--- src/sv/mov_instruction_byte_decoder_macros.svh ---
// Assertion macros for the MOV instruction byte decoder.
`ifndef MOV_INSTRUCTION_BYTE_DECODER_MACROS_SVH
`define MOV_INSTRUCTION_BYTE_DECODER_MACROS_SVH

`ifndef SYNTHESIS

// Consequent must hold in the same cycle as the antecedent.
`define MOVBD_ASSERT_SAME(label, ante, cons) \
   label: assert property (@(posedge clock) disable iff (reset) (ante) |-> (cons)) \
      else $error("assertion failed");

// Consequent must hold in the cycle after the antecedent.
`define MOVBD_ASSERT_NEXT(label, ante, cons) \
   label: assert property (@(posedge clock) disable iff (reset) (ante) |=> (cons)) \
      else $error("assertion failed");

`else

`define MOVBD_ASSERT_SAME(label, ante, cons)
`define MOVBD_ASSERT_NEXT(label, ante, cons)

`endif

`endif

--- src/sv/movbd_pkg.sv ---
// Types, codes and decode helpers for the MOV instruction byte decoder.
package movbd_pkg;

   typedef logic [1:0] status_type;
   typedef logic [2:0] form_type;

   localparam status_type STATUS_DECODED     = 2'd0;
   localparam status_type STATUS_UNSUPPORTED = 2'd1;
   localparam status_type STATUS_UNEXPECTED  = 2'd2;

   localparam form_type FORM_ACC_LOAD  = 3'd0;
   localparam form_type FORM_ACC_STORE = 3'd1;
   localparam form_type FORM_IMM_REG   = 3'd2;
   localparam form_type FORM_IMM_RM    = 3'd3;
   localparam form_type FORM_REG_RM    = 3'd4;
   localparam form_type FORM_NONE      = 3'd7;

   localparam logic [7:0] OP_ACC_LOAD  = 8'hA1;
   localparam logic [7:0] OP_ACC_STORE = 8'hA3;
   localparam logic [7:0] OP_IMM_REG_LO = 8'hB0;
   localparam logic [7:0] OP_IMM_REG_HI = 8'hBF;
   localparam logic [7:0] OP_IMM_RM_B  = 8'hC6;
   localparam logic [7:0] OP_IMM_RM_W  = 8'hC7;
   localparam logic [7:0] OP_REG_RM_LO = 8'h88;
   localparam logic [7:0] OP_REG_RM_HI = 8'h8B;

   localparam logic [1:0] MOD_NO_DISP  = 2'd0;
   localparam logic [1:0] MOD_DISP8    = 2'd1;
   localparam logic [1:0] MOD_DISP16   = 2'd2;
   localparam logic [1:0] MOD_REGISTER = 2'd3;
   localparam logic [2:0] RM_DIRECT    = 3'b110;

   function automatic form_type form_of(input logic [7:0] op);
      form_type f;
      f = FORM_NONE;
      if (op == OP_ACC_LOAD) f = FORM_ACC_LOAD;
      else if (op == OP_ACC_STORE) f = FORM_ACC_STORE;
      else if (op inside {[OP_IMM_REG_LO:OP_IMM_REG_HI]}) f = FORM_IMM_REG;
      else if (op inside {OP_IMM_RM_B, OP_IMM_RM_W}) f = FORM_IMM_RM;
      else if (op inside {[OP_REG_RM_LO:OP_REG_RM_HI]}) f = FORM_REG_RM;
      return f;
   endfunction

   // Displacement length in bytes (0, 1 or 2).
   function automatic logic [1:0] disp_len(input logic [7:0] op, input logic [7:0] modrm);
      form_type   f;
      logic [1:0] md;
      logic [1:0] len;
      f   = form_of(op);
      md  = modrm[7:6];
      len = 2'd0;
      if (f == FORM_ACC_LOAD || f == FORM_ACC_STORE) len = 2'd2;
      else if (f == FORM_IMM_RM || f == FORM_REG_RM) begin
         if (md == MOD_DISP8) len = 2'd1;
         else if (md == MOD_DISP16 || (md == MOD_NO_DISP && modrm[2:0] == RM_DIRECT))
            len = 2'd2;
      end
      return len;
   endfunction

   // Immediate length in bytes (0, 1 or 2).
   function automatic logic [1:0] imm_len(input logic [7:0] op);
      form_type   f;
      logic [1:0] len;
      f   = form_of(op);
      len = 2'd0;
      if (f == FORM_IMM_REG) len = op[3] ? 2'd2 : 2'd1;
      else if (f == FORM_IMM_RM) len = op[0] ? 2'd2 : 2'd1;
      return len;
   endfunction

endpackage

--- src/sv/mov_instruction_byte_decoder.sv ---
// MOV instruction byte decoder: phase tracking, field gathering and result register.
// A result appears in the cycle after the byte that completes or ends an instruction.
// One code byte is taken per cycle unless a held result stalls the input; the phase update
// and field decode sit between the input handshake and the result register.
// A held result stalls the input only while the result side withholds ready.
// Synchronous active-high reset returns to awaiting an opcode and empties the result register.
`include "mov_instruction_byte_decoder_macros.svh"

module mov_instruction_byte_decoder (
   input  logic                     clock,
   input  logic                     reset,
   input  logic                     req_valid,
   output logic                     req_ready,
   input  logic [7:0]               req_code_byte,
   input  logic                     req_last_byte,
   output logic                     rsp_valid,
   input  logic                     rsp_ready,
   output movbd_pkg::status_type    rsp_status,
   output movbd_pkg::form_type      rsp_form,
   output logic [7:0]               rsp_opcode_byte,
   output logic                     rsp_wide,
   output logic                     rsp_direction,
   output logic [1:0]               rsp_mode,
   output logic [2:0]               rsp_reg_index,
   output logic [2:0]               rsp_rm_index,
   output logic signed [15:0]       rsp_displacement,
   output logic signed [15:0]       rsp_immediate,
   output logic [15:0]              rsp_direct_address
);
   import movbd_pkg::*;

   typedef enum logic [2:0] {
      PH_OPCODE  = 3'd0,
      PH_MODRM   = 3'd1,
      PH_DISP_LO = 3'd2,
      PH_DISP_HI = 3'd3,
      PH_IMM_LO  = 3'd4,
      PH_IMM_HI  = 3'd5
   } phase_type;

   phase_type   phase_ff, next_phase, after_disp;
   logic [7:0]  opcode_ff, opcode_in;
   logic [7:0]  modrm_ff, modrm_in;
   logic [15:0] disp_ff, disp_in;
   logic [15:0] imm_ff, imm_in;
   logic        unsupported;
   logic        done;
   logic        produce;
   logic        accept;
   form_type    form_in;

   logic               rsp_valid_ff;
   status_type         status_ff, status_in;
   form_type           form_ff, form_out_in;
   logic [7:0]         opcode_out_ff, opcode_out_in;
   logic               wide_ff, wide_in;
   logic               direction_ff, direction_in;
   logic [1:0]         mode_ff, mode_in;
   logic [2:0]         reg_ff, reg_in;
   logic [2:0]         rm_ff, rm_in;
   logic [15:0]        disp_out_ff, disp_out_in;
   logic [15:0]        imm_out_ff, imm_out_in;
   logic [15:0]        addr_ff, addr_in;

   assign req_ready = !rsp_valid_ff || rsp_ready;
   assign accept    = req_valid && req_ready;

   // Phase advance and field gathering for the incoming byte.
   always_comb begin
      opcode_in   = opcode_ff;
      modrm_in    = modrm_ff;
      disp_in     = disp_ff;
      imm_in      = imm_ff;
      unsupported = 1'b0;
      next_phase  = PH_OPCODE;
      after_disp  = (imm_len(opcode_ff) != 2'd0) ? PH_IMM_LO : PH_OPCODE;
      case (phase_ff)
         PH_MODRM: begin
            modrm_in = req_code_byte;
            if (disp_len(opcode_ff, req_code_byte) != 2'd0) next_phase = PH_DISP_LO;
            else next_phase = after_disp;
         end
         PH_DISP_LO: begin
            if (disp_len(opcode_ff, modrm_ff) == 2'd2) begin
               disp_in    = {8'h00, req_code_byte};
               next_phase = PH_DISP_HI;
            end else begin
               disp_in    = {{8{req_code_byte[7]}}, req_code_byte};
               next_phase = after_disp;
            end
         end
         PH_DISP_HI: begin
            disp_in    = {req_code_byte, disp_ff[7:0]};
            next_phase = after_disp;
         end
         PH_IMM_LO: begin
            if (imm_len(opcode_ff) == 2'd2) begin
               imm_in     = {8'h00, req_code_byte};
               next_phase = PH_IMM_HI;
            end else begin
               imm_in     = {{8{req_code_byte[7]}}, req_code_byte};
               next_phase = PH_OPCODE;
            end
         end
         PH_IMM_HI: begin
            imm_in     = {req_code_byte, imm_ff[7:0]};
            next_phase = PH_OPCODE;
         end
         default: begin
            // The opcode phase and unused phase codes fall here and start a new instruction.
            opcode_in = req_code_byte;
            modrm_in  = 8'h00;
            disp_in   = 16'h0000;
            imm_in    = 16'h0000;
            case (form_of(req_code_byte))
               FORM_IMM_RM, FORM_REG_RM: next_phase = PH_MODRM;
               FORM_IMM_REG:             next_phase = PH_IMM_LO;
               FORM_ACC_LOAD, FORM_ACC_STORE: next_phase = PH_DISP_LO;
               default:                  unsupported = 1'b1;
            endcase
         end
      endcase
   end

   assign done    = !unsupported && (next_phase == PH_OPCODE);
   assign produce = unsupported || done || req_last_byte;
   assign form_in = form_of(opcode_in);

   // Result fields built from the updated instruction state.
   always_comb begin
      status_in     = STATUS_DECODED;
      form_out_in   = '0;
      opcode_out_in = opcode_in;
      wide_in       = 1'b0;
      direction_in  = 1'b0;
      mode_in       = '0;
      reg_in        = '0;
      rm_in         = '0;
      disp_out_in   = '0;
      imm_out_in    = '0;
      addr_in       = '0;
      if (unsupported) begin
         status_in = STATUS_UNSUPPORTED;
      end else if (!done) begin
         status_in   = STATUS_UNEXPECTED;
         form_out_in = form_in;
      end else begin
         form_out_in = form_in;
         case (form_in)
            FORM_ACC_LOAD, FORM_ACC_STORE: begin
               wide_in      = 1'b1;
               direction_in = (form_in == FORM_ACC_LOAD);
               addr_in      = disp_in;
            end
            FORM_IMM_REG: begin
               wide_in      = opcode_in[3];
               direction_in = 1'b1;
               mode_in      = MOD_REGISTER;
               reg_in       = opcode_in[2:0];
               imm_out_in   = imm_in;
            end
            default: begin
               wide_in      = opcode_in[0];
               direction_in = (form_in == FORM_REG_RM) ? opcode_in[1] : 1'b0;
               mode_in      = modrm_in[7:6];
               reg_in       = modrm_in[5:3];
               rm_in        = modrm_in[2:0];
               disp_out_in  = disp_in;
               imm_out_in   = (form_in == FORM_IMM_RM) ? imm_in : 16'h0000;
            end
         endcase
      end
   end

   always_ff @(posedge clock) begin
      if (reset) begin
         phase_ff     <= PH_OPCODE;
         opcode_ff    <= 8'h00;
         modrm_ff     <= 8'h00;
         disp_ff      <= 16'h0000;
         imm_ff       <= 16'h0000;
         rsp_valid_ff <= 1'b0;
      end else begin
         if (accept) begin
            phase_ff  <= produce ? PH_OPCODE : next_phase;
            opcode_ff <= opcode_in;
            modrm_ff  <= modrm_in;
            disp_ff   <= disp_in;
            imm_ff    <= imm_in;
         end
         // Hold a result until taken; load a fresh one when this byte closes out an instruction.
         if (accept && produce) rsp_valid_ff <= 1'b1;
         else if (rsp_ready) rsp_valid_ff <= 1'b0;
      end
   end

   always_ff @(posedge clock) begin
      if (accept && produce) begin
         status_ff     <= status_in;
         form_ff       <= form_out_in;
         opcode_out_ff <= opcode_out_in;
         wide_ff       <= wide_in;
         direction_ff  <= direction_in;
         mode_ff       <= mode_in;
         reg_ff        <= reg_in;
         rm_ff         <= rm_in;
         disp_out_ff   <= disp_out_in;
         imm_out_ff    <= imm_out_in;
         addr_ff       <= addr_in;
      end
   end

   assign rsp_valid          = rsp_valid_ff;
   assign rsp_status         = status_ff;
   assign rsp_form           = form_ff;
   assign rsp_opcode_byte    = opcode_out_ff;
   assign rsp_wide           = wide_ff;
   assign rsp_direction      = direction_ff;
   assign rsp_mode           = mode_ff;
   assign rsp_reg_index      = reg_ff;
   assign rsp_rm_index       = rm_ff;
   assign rsp_displacement   = disp_out_ff;
   assign rsp_immediate      = imm_out_ff;
   assign rsp_direct_address = addr_ff;

   `MOVBD_ASSERT_SAME(a_ready_when_empty, !rsp_valid_ff, req_ready)
   `MOVBD_ASSERT_NEXT(a_last_byte_restarts, accept && req_last_byte, phase_ff == PH_OPCODE)
   `MOVBD_ASSERT_NEXT(a_result_follows_end, accept && req_last_byte, rsp_valid_ff)
   `MOVBD_ASSERT_SAME(a_unsup_clean, rsp_valid_ff && status_ff == STATUS_UNSUPPORTED, form_ff == '0)
   `MOVBD_ASSERT_SAME(a_acc_load_fixed, done && form_in == FORM_ACC_LOAD, wide_in && direction_in)

endmodule
--- config.mk ---
export PLATFORM = sky130hd
export DESIGN_NAME = mov_instruction_byte_decoder
export DESIGN_NICKNAME = d
export VERILOG_FILES = /design/src/sv/movbd_pkg.sv /design/src/sv/mov_instruction_byte_decoder.sv
export VERILOG_INCLUDE_DIRS = /design/src /design/src/sv
export SDC_FILE = /design/constraint.sdc
export NUM_CORES = 1
export LEC_CHECK = 0
export BUFFER_PORTS_ARGS = -buffer_cell sky130_fd_sc_hd__buf_2
export CORE_MARGIN = 8
export CORE_UTILIZATION = 35
export DETAILED_ROUTE_END_ITERATION = 6
export SLEW_MARGIN = 15
export SYNTH_ARGS = -nofsm -noshare
export SYNTH_HDL_FRONTEND = slang
export SYNTH_SLANG_ARGS = --single-unit
--- constraint.sdc ---
create_clock -name clock -period 6.79 [get_ports clock]
set_input_delay 2.037 -clock clock [delete_from_list [all_inputs] [get_ports clock]]
set_output_delay 2.037 -clock clock [all_outputs]
set_load 0.02 [all_outputs]
==> impl_summary.md <==
Run status
The run finished with clean final reports.

Power and ir drop
The cell area power density is 294 mW/mm2. Across the VDD grid, the largest voltage drop is 181 uV. For this design the static power due to leakage is 2.40 nW.

Logic synthesis
After synthesis the netlist holds a flip-flop and latch count of 123. The share of Yosys cell area claimed by the top area cell type is 0.390. After synthesis, the share of flip-flops with an asynchronous set or reset is 0. The count of mapped cells out of synthesis is 537. The synthesis warning total is 0.

The combined area of all synthesized cells is around 0.0055 mm2. The average instance area after synthesis is 10.2 um2. Among all flip-flop cells after synthesis, the most frequent one is edfxtp_1. The cell with the most instances after synthesis is nor2_1. Ranked by instance count, the synthesized netlist is headed by nor2_1 (122), edfxtp_1 (71), dfxtp_1 (52), a21oi_1 (37), a211oi_1 (32). Yosys attributes the largest share of cell area to edfxtp_1 (39%), dfxtp_1 (19%), nor2_1 (8.4%). The netlist uses 52 different library cells.

The share of the Yosys chip area taken by registers is 0.581. In this run, synthesis inferred 71 flip-flops with an integrated enable. The cell taking the most area after synthesis is edfxtp_1. The net count after synthesis is 551.

Cells and area
From synthesis to final layout, the design area changed by 21.9%. In the final design database the tool counted 623 nets. The layout has 1443 filler cells. The sequential standard cell area is 0.00317 mm2. The multi-input logic area is 0.00208 mm2. The layout cell share with drive strength beyond 1 is 0.222.

The number of antenna diodes is 0.

Clocking
The TritonCTS clock tree is done. The later pin in the worst-skew pair is clocked with a latency of 420 ps. The cell at the root of the clock tree is clkbuf_16.

After clock tree synthesis, the clock-pin slew on the worst setup and hold paths is approximately 50 ps. Counting along the longest clock path gives a buffer depth of 2. The number of buffers added by the clock tree synthesis step is 17. The number of levels in the clock H-tree is 4.

The number of hold buffers added after cts is 0. Counting every sink on the clock net gives 123. The buffer count from post-CTS setup fixing is 0. The quantity of gates resized following cts is 0.

Routing
Wires add up to 14500 um. Before antenna repair, the detailed router went through 4 iterations. The vias after detailed routing is 4409. After detailed routing, the number of remaining DRC violations is 0. After detailed routing, the average wire length per cell comes to around 17 um.

The number of routed nets with antenna violations is 0. Dividing the detail-routed via count by the number of cells gives 5.29. After the first detailed-routing iteration, the DRC count stood at 329.

Floorplanning
The floorplan step defined a die boundary enclosing 0.0199 mm2. The die is between 100 and 150 um wide. The number of top-level pins is 86. The cell row count is 45.

Measured along the y axis, the die boundary spans between 100 and 150 um. The initial standard-cell utilization of the core is 0.358. The floorplan step defined a core boundary enclosing 0.0153 mm2.

Critical path
Of all nets on the critical path, the largest fanout is 36. At the worst endpoint, the arrival time is 4890 ps. Walking the worst path, the cells encountered are buf_2 > nor2b_1 > and3_1 > nor3_1 > o32ai_1 > a2111oi_4 > o31a_2 > buf_4. The largest incremental delay on the critical path is 790 ps. The data required time of the critical path is roughly 7000 ps. Broken down by cell family, the worst path's largest delay share belongs to compound AO/OA/AOI/OAI gates. The kind of critical path is in -> reg. The cell with the biggest individual delay on the critical path is o31a_2. The type of element capturing the critical path is a register. STA classifies the critical path startpoint as a primary input. The critical path buffer and inverter count is 2.

Placed design
The final HPWL from detailed placement is about 10000 um. Buffers placed on the I/O ports in this run total 85. OpenSTA, run right after detailed placement, puts the worst setup slack at ~1600 ps. The final RePlAce weighted congestion is between 0.8 and 0.9.

Timing
Derived from the worst setup path, the maximum achievable clock frequency is 209 MHz. Across the routed clock network, the largest skew measured is 8.35 ps. The number of pins exceeding their max-slew limit in the final report is 0. Measured against its own limit, the worst slew margin works out to 0.350. The final hold violation count is 0. In the finished design, the share of the clock period the worst path needs comes to 0.706. The clock period minus final worst setup slack is 4790 ps. Adding up every negative setup slack in the final design gives 0 ps. Setup repair after global routing left no endpoint under its margin. The final worst setup slack is 2000 ps. For the pin with the worst max-slew slack, the measured transition is 974 ps. Setup violations remaining at the end of the flow were counted as 0.

GRT
The first-pass GRT wire length is ~24000 um. The number of antenna violations at the first check in global routing was 0. The total overflow left after global routing is 0. Entering global routing, the biggest net connects 67 pins. The number of global-route vias before repair is 4415.

For this run, the total global-route usage over all layers was measured as 0.151.

Job
The max-cap check violation count is 0.

Worst hold path
The kind of path behind the tightest hold check is reg -> reg.
layout make-up:
cell class / instances / share of cell area
multi-input cells: 360 / 0.313
flip-flops and latches: 123 / 0.476
clock inverters: 12 / 0.0218
well taps: 211 / 0.0396
inverters: 16 / 0.00901
repair buffers: 91 / 0.0706
clock buffers: 20 / 0.0700
cell usage in the layout, fill, tap and decap left out, types with 8 or more instances in the layout:
| master | instances |
|---|---|
| nor2_1 | 122 |
| buf_2 | 85 |
| edfxtp_1 | 71 |
| dfxtp_1 | 52 |
| a21oi_1 | 37 |
| a211oi_1 | 32 |
| nand2_1 | 27 |
| a22oi_1 | 24 |
| clkbuf_16 | 17 |
| inv_1 | 16 |
| a311oi_1 | 16 |
| nor3_1 | 14 |
| nor2b_1 | 8 |
| a221oi_1 | 8 |
sequential cells by signal, summed over array words and instances (netlist names):
name                flops
disp_ff                16
imm_ff                 16
modrm_ff                8
opcode_ff               8
phase_ff                3
rsp_direct_address     16
rsp_direction           1
rsp_displacement       16
rsp_form                3
rsp_immediate          16
rsp_mode                2
rsp_opcode_byte         8
rsp_reg_index           3
rsp_rm_index            3
rsp_status              2
rsp_valid               1
rsp_wide                1
where the power goes:
group          internal, mW  total, mW  switching (mW)
combinational        0.0511      0.187           0.136
sequential            0.830      0.847          0.0176
clock                 0.602      0.925           0.323
total                  1.48       1.96           0.477
routing by layer:
metal | GRT usage | vias to the layer above | share of wire | routed length (um)
met5 | 0 | - | 0 | 0
met4 | 0.0622 | 0 | 0.020 | 296
met3 | 0.0459 | 24 | 0.063 | 918
met2 | 0.235 | 135 | 0.46 | 6720
met1 | 0.192 | 2115 | 0.45 | 6590
li1 | - | 2135 | - | -
kinds of logic (layout without fill, tap and decap cells):
| logic type | count (synthesis) | in the layout | synth area share |
|---|---|---|---|
| flip-flops | 123 | 123 | 0.581 |
| AND/OR/NAND/NOR | 208 | 208 | 0.175 |
| AO/OA/AOI/OAI | 145 | 145 | 0.192 |
| multiplexers | 6 | 6 | 0.0114 |
| adder cells (fa/ha/maj) | 1 | 1 | 0.00229 |
| buffers and inverters | 54 | 139 | 0.0385 |
final timing paths:
path	from	end	slack (ps)	depth (start not counted)
min	imm_ff[8]$_SDFFE_PP0P_	imm_ff[8]$_SDFFE_PP0P_	480	2
max	req_code_byte[5]	rsp_displacement[2]$_SDFFCE_PP0P_	2000	8
min reg2reg	imm_ff[8]$_SDFFE_PP0P_	imm_ff[8]$_SDFFE_PP0P_	480	2
max reg2reg	phase_ff[1]$_SDFFE_PP0P_	rsp_displacement[2]$_SDFFCE_PP0P_	2700	8
worst register-to-register path: cells and delay by family (launching register included):
kind,cells,cell delay [ps]
flops,1,550
simple gates,1,200
mux,1,320
buf+inv,2,660
fa+ha+maj,1,600
compound gates,3,1420
through the flow:
stage	hold slack (ps)	power, mW	cells	cell area [um2]	util
after floorplan	457	0.987	537	5470	-
after global placement	467	1.05	801	6050	0.397
after detailed placement	479	1.05	801	6050	0.397
after CTS	491	1.97	833	6660	0.437
after global routing	518	2.03	833	6660	0.437
final	484	1.96	833	6660	0.437
Note: power is estimated with default switching activity, not from simulation.
